### config.mk
export PLATFORM = sky130hd
export DESIGN_NAME = level_meter_peak_hold
export DESIGN_NICKNAME = d
export VERILOG_FILES = /design/src/lmph_pkg.sv /design/src/level_meter_peak_hold.sv
export SDC_FILE = /design/constraint.sdc
export NUM_CORES = 2
export LEC_CHECK = 0
export BUFFER_PORTS_ARGS = -buffer_cell sky130_fd_sc_hd__buf_2
export CORE_ASPECT_RATIO = 0.75
export CORE_UTILIZATION = 50
export CTS_BUF_LIST = sky130_fd_sc_hd__clkbuf_8
export CTS_CLUSTER_DIAMETER = 100
export DETAILED_ROUTE_END_ITERATION = 16
export PLACE_DENSITY_LB_ADDON = 0.1
export SLEW_MARGIN = 20
export SYNTH_ARGS = -nofsm -noshare
export SYNTH_HDL_FRONTEND = slang
export SYNTH_SLANG_ARGS = --single-unit
### constraint.sdc
create_clock -name clk_i -period 13.2 [get_ports clk_i]
set_clock_uncertainty 0.15 [all_clocks]
set_input_delay 2.64 -clock clk_i [delete_from_list [all_inputs] [get_ports clk_i]]
set_output_delay 2.64 -clock clk_i [all_outputs]
set_load 0.1 [all_outputs]
### src/lmph_pkg.sv
`default_nettype none

package lmph_pkg;

  // Default fixed-point format: Q7.8 dB
  localparam int DefaultFracBits = 8;

  // Configuration register map
  localparam int CfgIdxW  = 8;
  localparam int CfgDataW = 16;

  typedef enum logic [CfgIdxW-1:0] {
    CFG_RELEASE_COEFF    = 8'd0,
    CFG_PEAK_DECAY_COEFF = 8'd1,
    CFG_HOLD_TICKS       = 8'd2,
    CFG_REDRAW_THRESHOLD = 8'd3
  } cfg_reg_e;

  // Field widths
  localparam int LevelW  = 16;
  localparam int CoeffW  = 16;
  localparam int HoldW   = 8;
  localparam int ThreshW = 11;

  // Register reset values
  localparam logic [CoeffW-1:0]  ReleaseCoeffRst   = 16'd9830;
  localparam logic [CoeffW-1:0]  PeakDecayCoeffRst = 16'd1966;
  localparam logic [HoldW-1:0]   HoldTicksRst      = 8'd30;
  localparam logic [ThreshW-1:0] RedrawThreshRst   = 11'd13;

  // Meter scale limits in whole dB
  localparam int FloorDb = -80;
  localparam int CeilDb  = 6;

endpackage

`default_nettype wire

### src/level_meter_peak_hold.sv
`default_nettype none

// Level meter ballistics with peak hold. Each accepted transaction on the
// level channel is one meter tick: the signed dB level (FracBits fraction
// bits) is clamped to -80..+6 dB, the shown level jumps up to it or releases
// towards it by release_coeff/65536 of the gap, and the peak jumps to any
// higher level, holds for hold_ticks ticks and then decays towards -80 dB by
// peak_decay_coeff/65536 of the gap (products floor-shifted by 16). redraw is
// raised when the clamped input or the new peak has moved more than
// redraw_threshold from the last drawn values, which are then refreshed.
// Throughput is one transaction per clock while the result register is not
// stalled. The input register takes the level at the accepting edge and the
// result register is loaded from it once that register is free or draining;
// out_valid_o rises with that load. The state update, one multiply-add each
// for the level and the peak, is combinational, so each tick sees the
// previous tick's state.
// A stalled result register holds and backs up into the input register, so
// up to two transactions are in flight. Config writes are always accepted
// (cfg_ready_o is tied high); unknown indexes are dropped. Write config only
// while no transaction is in flight.

module level_meter_peak_hold #(
  parameter int FracBits = lmph_pkg::DefaultFracBits
) (
  input  wire                               clk_i,
  input  wire                               rst_ni,
  // config write channel
  input  wire                               cfg_valid_i,
  output logic                              cfg_ready_o,
  input  wire  [lmph_pkg::CfgIdxW-1:0]      cfg_index_i,
  input  wire  [lmph_pkg::CfgDataW-1:0]     cfg_data_i,
  // level in
  input  wire                               in_valid_i,
  output logic                              in_ready_o,
  input  wire  signed [lmph_pkg::LevelW-1:0] level_in_i,
  // meter out
  output logic                              out_valid_o,
  input  wire                               out_ready_i,
  output logic signed [lmph_pkg::LevelW-1:0] shown_level_o,
  output logic signed [lmph_pkg::LevelW-1:0] peak_level_o,
  output logic                              redraw_o
);

  // State width: the -80 dB floor needs FracBits+8 signed bits; never
  // narrower than the input so the clamp sees every input code.
  localparam int StateW = (FracBits + 8 > lmph_pkg::LevelW) ? FracBits + 8
                                                            : lmph_pkg::LevelW;
  localparam int GapW   = StateW + 1;
  localparam int ProdW  = GapW + lmph_pkg::CoeffW + 1;

  localparam logic signed [StateW-1:0] Floor =
    StateW'(lmph_pkg::FloorDb * (2 ** FracBits));
  localparam logic signed [StateW-1:0] Ceil =
    StateW'(lmph_pkg::CeilDb * (2 ** FracBits));

  // ---------------------------------------------------------------------
  // Config registers
  // ---------------------------------------------------------------------
  logic [lmph_pkg::CoeffW-1:0]  release_q, peak_decay_q;
  logic [lmph_pkg::HoldW-1:0]   hold_ticks_q;
  logic [lmph_pkg::ThreshW-1:0] thresh_q;

  assign cfg_ready_o = 1'b1;

  always_ff @(posedge clk_i or negedge rst_ni) begin
    if (!rst_ni) begin
      release_q    <= lmph_pkg::ReleaseCoeffRst;
      peak_decay_q <= lmph_pkg::PeakDecayCoeffRst;
      hold_ticks_q <= lmph_pkg::HoldTicksRst;
      thresh_q     <= lmph_pkg::RedrawThreshRst;
    end else if (cfg_valid_i && cfg_ready_o) begin
      case (cfg_index_i)
        lmph_pkg::CFG_RELEASE_COEFF:    release_q    <= cfg_data_i;
        lmph_pkg::CFG_PEAK_DECAY_COEFF: peak_decay_q <= cfg_data_i;
        lmph_pkg::CFG_HOLD_TICKS:       hold_ticks_q <= cfg_data_i[lmph_pkg::HoldW-1:0];
        lmph_pkg::CFG_REDRAW_THRESHOLD: thresh_q     <= cfg_data_i[lmph_pkg::ThreshW-1:0];
        default: ;
      endcase
    end
  end

  // ---------------------------------------------------------------------
  // Input register and pipeline control
  // ---------------------------------------------------------------------
  logic                              in_valid_q;
  logic signed [lmph_pkg::LevelW-1:0] in_level_q;
  logic                              out_valid_q;
  logic                              advance;

  // result register free or draining this cycle
  assign advance    = !out_valid_q || out_ready_i;
  assign in_ready_o = !in_valid_q || advance;

  always_ff @(posedge clk_i or negedge rst_ni) begin
    if (!rst_ni) begin
      in_valid_q <= 1'b0;
    end else if (in_ready_o) begin
      in_valid_q <= in_valid_i;
    end
  end

  always_ff @(posedge clk_i) begin
    if (in_valid_i && in_ready_o) begin
      in_level_q <= level_in_i;
    end
  end

  // ---------------------------------------------------------------------
  // Tick update
  // ---------------------------------------------------------------------
  logic signed [StateW-1:0] level_q, peak_q, drawn_level_q, drawn_peak_q;
  logic [lmph_pkg::HoldW-1:0] hold_q;

  logic signed [StateW-1:0] lvl_ext, lvl;
  logic signed [GapW-1:0]   level_gap, peak_gap;
  logic signed [ProdW-1:0]  rel_prod, dec_prod;
  logic signed [StateW-1:0] level_d, peak_d;
  logic [lmph_pkg::HoldW-1:0] hold_d;
  logic signed [GapW-1:0]   lvl_diff, peak_diff;
  logic [GapW-1:0]          lvl_dist, peak_dist, thresh_ext;
  logic                     redraw_d;

  // clamp to -80..+6 dB
  always_comb begin
    lvl_ext = StateW'(in_level_q);
    if (lvl_ext < Floor) begin
      lvl = Floor;
    end else if (lvl_ext > Ceil) begin
      lvl = Ceil;
    end else begin
      lvl = lvl_ext;
    end
  end

  // gap * coeff, then arithmetic shift by 16 (floor)
  assign level_gap = GapW'(lvl) - GapW'(level_q);
  assign peak_gap  = GapW'(Floor) - GapW'(peak_q);
  assign rel_prod  = ProdW'(level_gap) * ProdW'($signed({1'b0, release_q}));
  assign dec_prod  = ProdW'(peak_gap) * ProdW'($signed({1'b0, peak_decay_q}));

  always_comb begin
    // attack is instant, release closes part of the gap
    if (lvl > level_q) begin
      level_d = lvl;
    end else begin
      level_d = level_q + StateW'(rel_prod >>> lmph_pkg::CoeffW);
    end

    // peak: capture, hold, then decay to floor
    hold_d = hold_q;
    peak_d = peak_q;
    if (lvl > peak_q) begin
      peak_d = lvl;
      hold_d = hold_ticks_q;
    end else if (hold_q != '0) begin
      hold_d = hold_q - lmph_pkg::HoldW'(1);
    end else begin
      peak_d = peak_q + StateW'(dec_prod >>> lmph_pkg::CoeffW);
    end

    // redraw: clamped input vs drawn level, new peak vs drawn peak
    lvl_diff   = GapW'(lvl) - GapW'(drawn_level_q);
    peak_diff  = GapW'(peak_d) - GapW'(drawn_peak_q);
    lvl_dist   = lvl_diff[GapW-1] ? $unsigned(-lvl_diff) : $unsigned(lvl_diff);
    peak_dist  = peak_diff[GapW-1] ? $unsigned(-peak_diff) : $unsigned(peak_diff);
    thresh_ext = GapW'(thresh_q);
    redraw_d   = (lvl_dist > thresh_ext) || (peak_dist > thresh_ext);
  end

  always_ff @(posedge clk_i or negedge rst_ni) begin
    if (!rst_ni) begin
      level_q       <= Floor;
      peak_q        <= Floor;
      hold_q        <= '0;
      drawn_level_q <= Floor;
      drawn_peak_q  <= Floor;
    end else if (advance && in_valid_q) begin
      level_q <= level_d;
      peak_q  <= peak_d;
      hold_q  <= hold_d;
      if (redraw_d) begin
        drawn_level_q <= level_d;
        drawn_peak_q  <= peak_d;
      end
    end
  end

  // ---------------------------------------------------------------------
  // Result register
  // ---------------------------------------------------------------------
  logic signed [lmph_pkg::LevelW-1:0] shown_q, peak_out_q;
  logic                              redraw_q;

  always_ff @(posedge clk_i or negedge rst_ni) begin
    if (!rst_ni) begin
      out_valid_q <= 1'b0;
    end else if (advance) begin
      out_valid_q <= in_valid_q;
    end
  end

  always_ff @(posedge clk_i) begin
    if (advance && in_valid_q) begin
      shown_q    <= level_d[lmph_pkg::LevelW-1:0];
      peak_out_q <= peak_d[lmph_pkg::LevelW-1:0];
      redraw_q   <= redraw_d;
    end
  end

  assign out_valid_o   = out_valid_q;
  assign shown_level_o = shown_q;
  assign peak_level_o  = peak_out_q;
  assign redraw_o      = redraw_q;

endmodule

`default_nettype wire

==> flow_summary.ini <==
[status]
status = finished clean

[yosys]
syn_inst = 3437
syn_area_per_cell_sq_um = 9.28
synthAdderAreaFrac_pct = 44.7
synth_nets = 4299
synth_edf_count = 49
async_reset_ff_share_pct = 71.8
synth-xor-area-share_pct = 4.07
synth_cell_types = 83
synth_top_cells_by_count = 738 x inv_1, 535 x fa_1, 395 x nand2_1
seq_area_frac_synth_pct = 14.6
synthesis.area_sq_um = 31900
yosys.area_share.simple_pct = 14.7
synth_seq_cells = 174
yosysTopAreaCell = fa_1
synth.mux.area_fraction_pct = 4.16
synth_top_area_share_pct = 33.6
synth_compound_area_share_pct = 7.67
yosysWarningCount = 0
synth_top_family_by_area = adder cells
yosysMostFrequentCell = inv_1
synthFlopType = dfrtp_1
synthTopCellsByArea = fa_1 34%, ha_1 11%, inv_1 8.7%, dfrtp_1 7.1%, nand2_1 4.7%

[critical_path]
cpMaxStageDelayCell = fa_1
critPathMostFrequentCell = fa_1
critPathMaxFanout = 8
cp_data_arrival_time_ns = 13.10
end_kind = flip-flop
start_kind = flip-flop
critPathMaxStageDelay_ns = 0.54
critical_path_class = flip-flop to flip-flop
cp_data_required_time_ns = 13.52

[sta]
timing.fmax_mhz = 78.2
finalCritPeriodShare_pct = 96.8
final-max-slew-violation-count = 0
timing.hold.ws_ns = 0.360
slew_headroom_pct = 25.3
tightest_slew_ns = 1.12
hold_viol_final = 0
min_period_ns = 12.78
setup_viol = 0
tns_ns = 0

[detailed_routing]
drt-vias-per-instance = 5.46
wire_per_inst_um = 20.2
met2_length_mm = 36.3
vias = 24016
drt_iter0_drc = 1637
highest_layer = met4
wirelength_mm = 88.7
dr.pass1.iters = 5
ant_nets = 0
drc = 0
drt-met1-wl_mm = 43.3
routed-wl-met3_mm = 7.76

[grt]
grt_max_degree = 73
grt_pass1_wl_mm = 140
grt_pass1_vias = 24728
gr-usage-all-layers_pct = 28.4
grt-ovfl-total = 0
antenna_found_initial = 2

[finish]
nNetsFinal = 4399
area_delta_synth_final_pct = 9.33
fillCellCount = 5718
fin_cells = 4401
drive_gt1_share_pct = 12.5

[flow_run]
cap_viol_max_count = 0

[die]
start_util_pct = 51.0
fp.dieH_um = 221
core_area_sq_um = 62600
dieWidth_um = 294
dieArea_sq_um = 64800
pin_count = 81
fp-row-count = 79

[place]
hpwl_mm = 71.5
numPortBuffers = 79
dp_cells = 4327
gp_congestion = 0.932

[clock_network]
clkTransAtPathRegs_ns = 0.11
cts_hold_buf = 0
clock_latency_ns = 0.58
cts_tree = yes
clock-sinks = 174
htreeDepth = 4
root_buffer = clkbuf_8
ctsLongestPathBuffers = 2
cts_buffers = 17

[power]
power_density_nw_per_um2 = 253
peakVddDrop_v = 0.000321
leakage_nw = 16.9

[min_path]
hp-class = flip-flop to flip-flop
-- kinds of logic after synthesis --
| family | count (synthesis) |
|---|---|
| and+or+nand+nor | 940 |
| AOI/OAI and AO/OA | 381 |
| other | 1 |
| buffers and inverters | 855 |
| DFF | 174 |
| adders and majority gates | 817 |
| muxes | 121 |
| xor gates and xnor gates | 148 |
-- final cells by class --
| type | instances | area [sq um] | area share (%) |
|---|---|---|---|
| Clock buffer | 18 | 248 | 0.711 |
| Multi-Input combinational cell | 2408 | 24500 | 70.4 |
| Clock inverter | 14 | 149 | 0.427 |
| Inverter | 739 | 2780 | 7.96 |
| Antenna cell | 1 | 2.50 | 0.00718 |
| Tap cell | 850 | 1060 | 3.05 |
| Sequential cell | 174 | 4640 | 13.3 |
| Timing Repair Buffer | 197 | 1450 | 4.16 |
-- power by group --
group          internal (mW)  switching, mW  total, mW
sequential             0.747          0.132      0.879
combinational           2.97           4.58       7.55
clock                  0.161          0.241      0.403
total                   3.88           4.95       8.83
-- critical path: cells and delay by family, from the launching register on --
family	cells	cell delay (ns)
buffers and inverters	12	1.36
DFF	1	0.40
xor gates and xnor gates	3	0.52
AOI/OAI and AO/OA	23	3.84
muxes	2	0.66
adders and majority gates	11	4.42
and+or+nand+nor	7	1.29
-- final timing paths --
path / from / end / slack [ns] / cells after the start
min in group asynchronous: rst_ni / level_q[14]$_DFFE_PN0P_ / 1.84 / 1
max: peak_q[1]$_DFFE_PN0P_ / drawn_level_q[14]$_DFFE_PN0P_ / 0.42 / 58
max in group asynchronous: rst_ni / peak_decay_q[0]$_DFFE_PN0P_ / 9.66 / 2
max reg2reg: peak_q[1]$_DFFE_PN0P_ / drawn_level_q[14]$_DFFE_PN0P_ / 0.42 / 58
min reg2reg: drawn_peak_q[1]$_DFFE_PN0P_ / drawn_peak_q[1]$_DFFE_PN0P_ / 0.36 / 1
min: drawn_peak_q[1]$_DFFE_PN0P_ / drawn_peak_q[1]$_DFFE_PN0P_ / 0.36 / 1
-- sequential cells by signal (all words and copies together) (netlist names) --
| name | flops |
|---|---|
| drawn_level_q | 16 |
| peak_q | 16 |
| out_valid_o | 1 |
| in_level_q | 16 |
| hold_ticks_q | 8 |
| peak_level_o | 16 |
| peak_decay_q | 16 |
| level_q | 16 |
| release_q | 16 |
| shown_level_o | 16 |
| thresh_q | 11 |
| drawn_peak_q | 16 |
| in_valid_q | 1 |
| redraw_o | 1 |
| hold_q | 8 |
-- what timing repair did --
action,in CTS,in global routing
gates cloned,1,2
buffers inserted,4,33
pin swaps,8,55
resized for setup,18,107
hold endpoints to repair,0,0
setup endpoints to repair,33,37
-- placed cells by master (no fill, tap or decap), types with 14 or more instances in the layout --
cell type and instances:
nor2_1 83, edfxtp_1 49, inv_1 734, buf_2 78, mux2_4 21, nand3_1 26, o21bai_1 14, a21o_1 34
nand2b_1 24, mux2_2 63, ha_1 275, o21a_1 21, nor2b_1 35, mux2i_1 27, clkbuf_8 18, a211oi_1 17
nand4_1 19, xnor2_1 95, o21ai_0 89, nor3_1 40, xor2_1 42, dfstp_2 34, dfrtp_1 90, and2_1 224
a21oi_1 88, nand2_1 394, fa_1 530, buf_4 98
-- stage by stage --
stage | cell area (sq um) | worst slack, ns | util, % | power, mW
4_1_cts | 34000 | 0.0341 | 54.4 | 8.26
3_5_place_dp | 33500 | -0.380 | 53.5 | 7.68
2_1_floorplan | 31900 | 0.0192 | - | 5.69
3_3_place_gp | 33500 | -0.0892 | 53.5 | 7.52
5_1_grt | 34900 | -0.104 | 55.7 | 9.59
6_report | 34900 | 0.420 | 55.7 | 8.83
-- per-layer routing --
layer	vias up	GRT usage, %
met5	-	0
met2	838	40.1
met4	0	5.49
met3	85	6.85
met1	12178	44.1
li1	10915	-
Note: power is estimated with default switching activity, not from simulation.
